**src/rtl/snn_config_packet_encoder_defines.svh**
```systemverilog
// Assertion macros for the configuration packet encoder.
`ifndef SNN_CONFIG_PACKET_ENCODER_DEFINES_SVH
`define SNN_CONFIG_PACKET_ENCODER_DEFINES_SVH

`ifndef NO_ASSERTIONS
`define CPE_ASSERT(lbl, clk, rstn, prop) \
  lbl: assert property (@(posedge clk) disable iff (!rstn) prop) \
    else $error("cpe assertion failed");
`define CPE_ASSERT_NR(lbl, clk, prop) \
  lbl: assert property (@(posedge clk) prop) else $error("cpe assertion failed");
`else
`define CPE_ASSERT(lbl, clk, rstn, prop)
`define CPE_ASSERT_NR(lbl, clk, prop)
`endif

`endif

```
**src/rtl/snn_cpe_pkg.sv**
```systemverilog
package snn_cpe_pkg;

  typedef enum logic [2:0] {
    KIND_GLOBAL  = 3'd0,
    KIND_NEURON  = 3'd1,
    KIND_SYNAPSE = 3'd2,
    KIND_SIGN    = 3'd3,
    KIND_CLEAR   = 3'd4
  } kind_e;

  typedef enum logic {
    ST_IDLE,
    ST_EMIT
  } state_e;

  localparam logic [3:0] ADDR_TOP_NEURON  = 4'b0101;
  localparam logic [3:0] ADDR_TOP_SYNAPSE = 4'b0110;
  localparam logic [4:0] SIGN_REG_BASE    = 5'd2;
  localparam logic [7:0] SYN_MASK_ODD     = 8'h0F;
  localparam logic [7:0] SYN_MASK_EVEN    = 8'hF0;

  typedef struct packed {
    logic [2:0]  kind;
    logic [7:0]  target;
    logic [7:0]  post_id;
    logic [2:0]  weight;
    logic        flag_bit;
    logic [19:0] value;
    logic [39:0] lif;
  } cmd_t;

  typedef struct packed {
    logic        valid;
    logic [39:0] packet;
    logic        last;
  } beat_t;

  typedef struct packed {
    logic       clr;
    logic       wr;
    logic [3:0] word;
    logic [3:0] bit_sel;
    logic       set;
  } cache_req_t;

  function automatic logic [39:0] lif_word(
    input logic [7:0]  thr,
    input logic [6:0]  leak_str,
    input logic        leak_en,
    input logic        ca_en,
    input logic [7:0]  thetamem,
    input logic [13:0] ca_params
  );
    return {ca_params[13:9], ca_params[8:0], thetamem, ca_en, thr, leak_en, leak_str, 1'b1};
  endfunction

endpackage

```
**src/rtl/snn_config_packet_encoder.sv**
```systemverilog
// Configuration packet encoder for a 256-neuron spiking chip.
// Slave side: one command per beat. s_axis_tuser carries the command kind,
// s_axis_tdata the operand fields. Master side: one 40-bit packet per beat
// (address in bits 39:20, data in bits 19:0), m_axis_tlast marks the final
// packet of a command.
// Global write, synapse and sign update commands give one packet, a neuron
// LIF command gives sixteen, a cache clear, a sign update past the last
// neuron or an unknown kind gives none.
// Packets leave one per cycle while the receiver does not stall, from a
// byte shifter under a beat counter; s_axis_tready is low while a command
// is being emitted. The command is registered in the sequencer before its
// first packet enters the output register. No new command is taken until
// its last packet is registered; clear and ignored commands leave it idle.
// The master side has an output register; when the receiver stalls, the
// sequencer holds its counter and the packet stays on m_axis_tdata.
// Reset clears the sign cache, the sequencer state and beat counter and
// the output valid; the block is ready for a command once reset is released.
`include "snn_config_packet_encoder_defines.svh"

module snn_config_packet_encoder #(
  parameter int unsigned NEURON_COUNT = 256
) (
  input  logic        clk_i,
  input  logic        rst_ni,
  input  logic        s_axis_tvalid,
  output logic        s_axis_tready,
  // target[7:0], post_id[15:8], weight[18:16], flag_bit[19], value[39:20],
  // thr[47:40], leak_str[54:48], leak_en[55], ca_en[56], thetamem[64:57],
  // ca_params[78:65], zero pad[79]
  input  logic [79:0] s_axis_tdata,
  // kind[2:0]
  input  logic [2:0]  s_axis_tuser,
  output logic        m_axis_tvalid,
  input  logic        m_axis_tready,
  // packet[39:0]
  output logic [39:0] m_axis_tdata,
  // last
  output logic        m_axis_tlast
);
  import snn_cpe_pkg::*;

  cmd_t        cmd;
  beat_t       beat;
  cache_req_t  cache_req;
  logic [15:0] cache_word;
  logic        busy;
  logic        accept;
  logic        out_free;
  logic        out_hold;
  logic        m_valid_q;
  logic [39:0] m_data_q;
  logic        m_last_q;

  assign cmd.kind     = s_axis_tuser;
  assign cmd.target   = s_axis_tdata[7:0];
  assign cmd.post_id  = s_axis_tdata[15:8];
  assign cmd.weight   = s_axis_tdata[18:16];
  assign cmd.flag_bit = s_axis_tdata[19];
  assign cmd.value    = s_axis_tdata[39:20];
  assign cmd.lif      = lif_word(s_axis_tdata[47:40], s_axis_tdata[54:48],
                                 s_axis_tdata[55], s_axis_tdata[56],
                                 s_axis_tdata[64:57], s_axis_tdata[78:65]);

  assign s_axis_tready = !busy;
  assign accept        = s_axis_tvalid && s_axis_tready;
  assign out_free      = !m_valid_q || m_axis_tready;
  assign out_hold      = m_valid_q && !m_axis_tready;

  snn_cpe_seq #(
    .NEURON_COUNT(NEURON_COUNT)
  ) u_seq (
    .clk_i       (clk_i),
    .rst_ni      (rst_ni),
    .accept_i    (accept),
    .cmd_i       (cmd),
    .out_free_i  (out_free),
    .cache_word_i(cache_word),
    .busy_o      (busy),
    .beat_o      (beat),
    .cache_req_o (cache_req)
  );

  snn_cpe_cache #(
    .NEURON_COUNT(NEURON_COUNT)
  ) u_cache (
    .clk_i (clk_i),
    .rst_ni(rst_ni),
    .req_i (cache_req),
    .word_o(cache_word)
  );

  always_ff @(posedge clk_i or negedge rst_ni) begin
    if (!rst_ni) begin
      m_valid_q <= 1'b0;
    end else if (beat.valid) begin
      m_valid_q <= 1'b1;
    end else if (m_axis_tready) begin
      m_valid_q <= 1'b0;
    end
  end

  always_ff @(posedge clk_i) begin
    if (beat.valid) begin
      m_data_q <= beat.packet;
      m_last_q <= beat.last;
    end
  end

  assign m_axis_tvalid = m_valid_q;
  assign m_axis_tdata  = m_data_q;
  assign m_axis_tlast  = m_last_q;

  // a held beat seen while idle must be the end of its command
  `CPE_ASSERT(a_idle_holds_last, clk_i, rst_ni, (s_axis_tready && m_axis_tvalid) |-> m_axis_tlast)
  `CPE_ASSERT(a_neuron_busy, clk_i, rst_ni, (accept && (s_axis_tuser == KIND_NEURON)) |=> !s_axis_tready)
  `CPE_ASSERT(a_stall_hold, clk_i, rst_ni, out_hold |=> m_axis_tvalid && $stable(m_axis_tdata))

endmodule

```
**src/rtl/snn_cpe_cache.sv**
```systemverilog
module snn_cpe_cache #(
  parameter int unsigned NEURON_COUNT = 256
) (
  input  logic                    clk_i,
  input  logic                    rst_ni,
  input  snn_cpe_pkg::cache_req_t req_i,
  output logic [15:0]             word_o
);
  import snn_cpe_pkg::*;

  localparam int unsigned SIGN_WORDS = (NEURON_COUNT + 15) / 16;
  localparam int unsigned WORD_W     = (SIGN_WORDS > 1) ? $clog2(SIGN_WORDS) : 1;

  logic [15:0]       cache_q [SIGN_WORDS];
  logic [WORD_W-1:0] idx;
  logic [15:0]       old_word;
  logic [15:0]       mask;

  assign idx      = req_i.word[WORD_W-1:0];
  assign mask     = 16'b1 << req_i.bit_sel;
  assign old_word = cache_q[idx];
  // updated word, written back on wr
  assign word_o   = req_i.set ? (old_word | mask) : (old_word & ~mask);

  always_ff @(posedge clk_i or negedge rst_ni) begin
    if (!rst_ni) begin
      cache_q <= '{default: '0};
    end else if (req_i.clr) begin
      cache_q <= '{default: '0};
    end else if (req_i.wr) begin
      cache_q[idx] <= word_o;
    end
  end

endmodule

```
**src/rtl/snn_cpe_seq.sv**
```systemverilog
module snn_cpe_seq #(
  parameter int unsigned NEURON_COUNT = 256
) (
  input  logic                    clk_i,
  input  logic                    rst_ni,
  input  logic                    accept_i,
  input  snn_cpe_pkg::cmd_t       cmd_i,
  input  logic                    out_free_i,
  input  logic [15:0]             cache_word_i,
  output logic                    busy_o,
  output snn_cpe_pkg::beat_t      beat_o,
  output snn_cpe_pkg::cache_req_t cache_req_o
);
  import snn_cpe_pkg::*;

  state_e      state_q, state_d;
  logic [3:0]  cnt_q, cnt_d;
  logic [39:0] sh_q, sh_d;
  cmd_t        cmd_q, cmd_d;
  logic [19:0] addr;
  logic [19:0] data;
  logic        last;
  logic [3:0]  nib;
  logic        in_range;

  assign nib      = {cmd_q.flag_bit, cmd_q.weight};
  assign in_range = {1'b0, cmd_i.target} < 9'(NEURON_COUNT);
  assign busy_o   = (state_q != ST_IDLE);

  always_comb begin
    addr = '0;
    data = '0;
    last = 1'b1;
    case (cmd_q.kind)
      KIND_GLOBAL: begin
        addr = {15'b0, cmd_q.target[4:0]};
        data = cmd_q.value;
      end
      KIND_NEURON: begin
        addr = {ADDR_TOP_NEURON, 4'b0, cnt_q, cmd_q.target};
        data = {12'b0, sh_q[7:0]};
        last = (cnt_q == 4'hF);
      end
      KIND_SYNAPSE: begin
        addr = {ADDR_TOP_SYNAPSE, 1'b0, cmd_q.post_id[2:1], cmd_q.target, cmd_q.post_id[7:3]};
        if (cmd_q.post_id[0]) begin
          data = {4'b0, SYN_MASK_ODD, nib, 4'b0};
        end else begin
          data = {4'b0, SYN_MASK_EVEN, 4'b0, nib};
        end
      end
      KIND_SIGN: begin
        addr = {15'b0, SIGN_REG_BASE + {1'b0, cmd_q.target[7:4]}};
        data = {4'b0, cache_word_i};
      end
      default: begin
        addr = '0;
      end
    endcase
  end

  always_comb begin
    state_d             = state_q;
    cnt_d               = cnt_q;
    sh_d                = sh_q;
    cmd_d               = cmd_q;
    beat_o              = '0;
    cache_req_o         = '0;
    cache_req_o.word    = cmd_q.target[7:4];
    cache_req_o.bit_sel = cmd_q.target[3:0];
    cache_req_o.set     = cmd_q.flag_bit;
    case (state_q)
      ST_IDLE: begin
        if (accept_i) begin
          cmd_d = cmd_i;
          sh_d  = cmd_i.lif;
          cnt_d = '0;
          case (cmd_i.kind)
            KIND_GLOBAL, KIND_NEURON, KIND_SYNAPSE: begin
              state_d = ST_EMIT;
            end
            KIND_SIGN: begin
              if (in_range) begin
                state_d = ST_EMIT;
              end
            end
            KIND_CLEAR: begin
              cache_req_o.clr = 1'b1;
            end
            default: begin
              state_d = ST_IDLE;
            end
          endcase
        end
      end
      ST_EMIT: begin
        if (out_free_i) begin
          beat_o.valid  = 1'b1;
          beat_o.packet = {addr, data};
          beat_o.last   = last;
          sh_d          = sh_q >> 8;
          cnt_d         = cnt_q + 4'd1;
          if (cmd_q.kind == KIND_SIGN) begin
            cache_req_o.wr = 1'b1;
          end
          if (last) begin
            state_d = ST_IDLE;
          end
        end
      end
      default: begin
        state_d = ST_IDLE;
      end
    endcase
  end

  always_ff @(posedge clk_i or negedge rst_ni) begin
    if (!rst_ni) begin
      state_q <= ST_IDLE;
      cnt_q   <= '0;
    end else begin
      state_q <= state_d;
      cnt_q   <= cnt_d;
    end
  end

  always_ff @(posedge clk_i) begin
    sh_q  <= sh_d;
    cmd_q <= cmd_d;
  end

endmodule

```
**config.mk**
```make
export PLATFORM = sky130hd
export DESIGN_NAME = snn_config_packet_encoder
export DESIGN_NICKNAME = d
export VERILOG_FILES = /design/src/rtl/snn_cpe_pkg.sv /design/src/rtl/snn_config_packet_encoder.sv /design/src/rtl/snn_cpe_cache.sv /design/src/rtl/snn_cpe_seq.sv
export VERILOG_INCLUDE_DIRS = /design/src /design/src/rtl
export SDC_FILE = /design/constraint.sdc
export NUM_CORES = 1
export LEC_CHECK = 0
export BUFFER_PORTS_ARGS = -buffer_cell sky130_fd_sc_hd__clkbuf_2
export CAP_MARGIN = 20
export CORE_MARGIN = 5
export CORE_UTILIZATION = 40
export CTS_BUF_LIST = sky130_fd_sc_hd__clkbuf_4
export CTS_CLUSTER_DIAMETER = 100
export CTS_CLUSTER_SIZE = 28
export DETAILED_ROUTE_END_ITERATION = 6
export GPL_TIMING_DRIVEN = 0
export PLACE_DENSITY_LB_ADDON = 0.3
export SLEW_MARGIN = 20
export SYNTH_ARGS = -nofsm -noshare
export SYNTH_HDL_FRONTEND = slang
export SYNTH_SLANG_ARGS = --single-unit
```
**constraint.sdc**
```tcl
create_clock -name clk_i -period 2.4 [get_ports clk_i]
set_input_delay 0.12 -clock clk_i [delete_from_list [all_inputs] [get_ports clk_i]]
set_output_delay 0.12 -clock clk_i [all_outputs]
set_load 0.03 [all_outputs]
```
==> results.toml <==
[detailed_routing]
drc = 0
ant_nets = 0
drt_wl_total_um = 62310
wire_per_inst_um = 25.59
vias_per_cell = 5.972
drt-pass1-iter-count = 6
vias = 14542
drt-initial-drc-count = 1667

[timing]
fmax_mhz = 369.0
slew_headroom_pct = 28.90
setup_viol = 222
layout_setup_ws_ns = -0.3102
layout_min_cycle_time_ns = 2.710
maxSlewViolCount = 0
rsz0062_at_grt = "true"
worstMarginPinSlew_ns = 1.058
fin_crit_sh_pct = 112.9
skew_ns = 0.1010
hold_violations = 0

[global_route]
grt_antenna_before_repair = 1
use_met2_pct = 39.07
grt_pass1_vias = 13982
use_met3_pct = 5.397
grtUsageTotal_pct = 24.53
grt.overflow.total = 0
grt_first_pass_wirelength_um = 88470
grt_max_degree = 92
top_usage_layer = "met2"
grt.met1_usage_pct = 33.23

[clock_network]
tritoncts = "yes"
cts_buffer_depth = 3
clk_pin_slew_ns = 0.29
htreeDepth = 1
clk_latency_ns = 0.85
cts_sinks = 384
cts_buffers = 18
cts_root_buffer = "clkbuf_4"

[synth]
muxShareOfSynthArea_pct = 10.60
synth_edf_count = 122
yosys_warnings = 0
synth_compound_area_share_pct = 13.47
synthArstFlopShare_pct = 68.23
synth_fa_ha_area_share_pct = 0.1457
synth-xor-area-share_pct = 0.05101
netlist_area_um2 = 17170
synthCells = 1492
ys_ff_latch = 384
avgSynthCellArea_um2 = 11.51
synth_cell_types = 50
synth_top_family_by_area = "compound AO/OA/AOI/OAI gates"
ys_seq_area_share_pct = 59.52
synth-simple-area-share_pct = 11.83
yosys_most_used_dff = "dfrtp_1"

[place]
hpwl_um = 39000
io_buffers = 126
place.gp.congestion = 0.9777
placed_cell_area_um2 = 18630

[floorplan]
rows = 76
core_area_um2 = 42790
start_util_pct = 40.13
boundaryPins = 130
dieArea_um2 = 47170
die_h_um = 217.2
die_x_um = 217.2

[power_and_ir_drop]
power_density_nw_per_um2 = 755.9
combPwrFrac_pct = 37.7
pwr-share-clk_pct = 14.6
p_switching_mw = 6.436
worst_ir_drop_vdd_uv = 584.3
p_int_mw = 11.21
power_mw = 17.64
seq_power_share_pct = 47.7
switching_share_pct = 36.48
total_leakage_power_nw = 9.565

[worst_setup_path]
r2r_end = "m_axis_tdata[1]"
ff2ff_setup_slack_ns = -0.31
crit_type = "flop to flop"
reg2reg_depth = 9
cp.required_ns = 3.00
cp-start-kind = "flop"
crit_fanout = 10
critPathArrivalTime_ns = 3.31
endpoint_kind = "flop"
r2r-start = "u_seq.cache_req_o[6]"

[min_path]
min_path_cells = 2
hold_class = "input pin to flop"
hp-start = "s_axis_tdata[16]"
holdPathEnd = "u_seq.cmd_q[61]"

[layout]
stdcell_area_um2 = 23340
syn2layout_area_growth_pct = 35.93
drive_gt1_share_pct = 38.72
final_cell_mix = "dfrtp_1, nand3_1, clkbuf_2"
final_nets = 1969
final_common_cell = "dfrtp_1"

[outcome]
run_status = "complete, but fails checks"
violations = "negative setup slack"

[job]
cap_violations = 0
-- sequential cells by signal, summed over array words and instances, names as in the netlist --
signal             cells
u_seq.sh_q            40
m_axis_tvalid          1
m_axis_tlast           1
u_seq.cmd_q           34
u_cache.cache_q      256
m_axis_tdata          38
u_seq.cache_req_o      9
u_seq.busy_o           1
u_seq.cnt_q            4
-- synthesized netlist by cell type, drive strengths merged (2+ instances only) --
library cell	count	area, um^2
nor3	3	15.01
or3	3	18.77
and3b	3	26.28
o21ai	272	1361
ha	2	25.02
nand2	32	120.1
nor2	51	191.4
dfrtp	262	6556
clkbuf	91	342.8
a22o	2	17.52
mux2i	96	960.9
a32o	6	60.06
nor4b	2	30.03
a21oi	32	160.2
a211oi	12	90.09
inv	5	18.77
nand4	5	31.28
and3	6	37.54
nor3b	5	37.54
nor4	3	18.77
mux4	16	364.1
nand2b	4	25.02
buf	55	382.9
mux2	44	495.5
o41ai	8	220.2
nand3	264	1321
edfxtp	122	3664
o22ai	42	262.8
a22oi	7	52.55
nand3b	2	15.01
a221oi	8	70.07
nor2b	14	87.58
and2	4	25.02
-- power groups by stage --
| stage | registers [mW] | clock network [mW] | logic, mW |
|---|---|---|---|
| after CTS | 8.39 | 2.59 | 5.48 |
| after detailed placement | 8.53 | 0 | 4.38 |
| after global routing | 8.50 | 2.82 | 6.90 |
| after floorplan | 8.86 | 0 | 2.31 |
| final | 8.42 | 2.57 | 6.65 |
| after global placement | 8.53 | 0 | 4.25 |
-- worst max-delay path, cell delays in order (launching register included) --
cell and delay [ns]:
edfxtp_1 0.50, buf_12 0.18, buf_12 0.14, buf_16 0.15, buf_4 0.14, mux4_2 0.47
o21ai_2 0.26, a32o_2 0.35, buf_12 0.18, o22ai_1 0.08
-- what timing repair did --
action / 4_1_cts / 5_1_grt
gates resized for setup: 277 / 518
gates cloned: 7 / 10
buffers inserted: 49 / 48
pin swaps: 24 / 102
hold endpoints to repair: 372 / 1
setup endpoints to repair: 313 / 282
hold buffers: 124 / 1
-- layer usage --
metal | wire, um | vias to the layer above | share of wire (%)
li1 | - | 6305 | -
met1 | 24800 | 7345 | 40
met2 | 28960 | 761 | 46
met3 | 5617 | 131 | 9.0
met4 | 2936 | 0 | 4.7
met5 | 0 | - | 0
-- area by class of cell --
class / instances / area (um^2)
plain buffers: 144 / 1197
clock buffers: 25 / 187.7
well taps: 546 / 683.2
flip-flops and latches: 384 / 10220
repair inverters: 2 / 12.51
clock inverters: 3 / 50.05
inverters: 6 / 26.28
repair buffers: 367 / 3423
fillers: 3590 / 19450
multi-input cells: 957 / 7537
diodes: 1 / 2.502
-- logic make-up after synthesis --
kind of cell	Yosys count
AOI/OAI and AO/OA	391
and+or+nand+nor	405
buffers and inverters	152
DFF	384
xor gates and xnor gates	1
other	1
muxes	156
adders and majority gates	2
-- worst max-delay path by stage --
stage / start / end / slack, ns / cells past startpoint
after CTS: u_seq.cache_req_o[6] / m_axis_tdata[9] / -0.23 / 9
after detailed placement: u_seq.cache_req_o[7] / m_axis_tdata[1] / -1.25 / 8
final: u_seq.cache_req_o[6] / m_axis_tdata[1] / -0.31 / 9
after global placement: rst_ni / u_seq.cnt_q[1] / -4.16 / 1
after floorplan: m_axis_tvalid / u_cache.cache_q[1] / 0.03 / 7
after global routing: u_seq.cache_req_o[6] / m_axis_tdata[5] / -0.25 / 9
-- through the flow --
stage          util [%]  TNS (ns)  cells  hold slack, ns  worst slack [ns]
5_1_grt           54.54    -27.07   2435        0.005046           -0.2540
3_5_place_dp      43.55   -219.00   2170         0.01255            -1.251
4_1_cts           50.03    -22.25   2377       0.0003994           -0.2288
3_3_place_gp      43.23  -1315.49   2165          0.2985            -4.156
6_report          54.54    -25.02   2435         0.02707           -0.3102
2_1_floorplan         -         0   1493         -0.1756           0.02826
(Power assumes the default switching activity.)
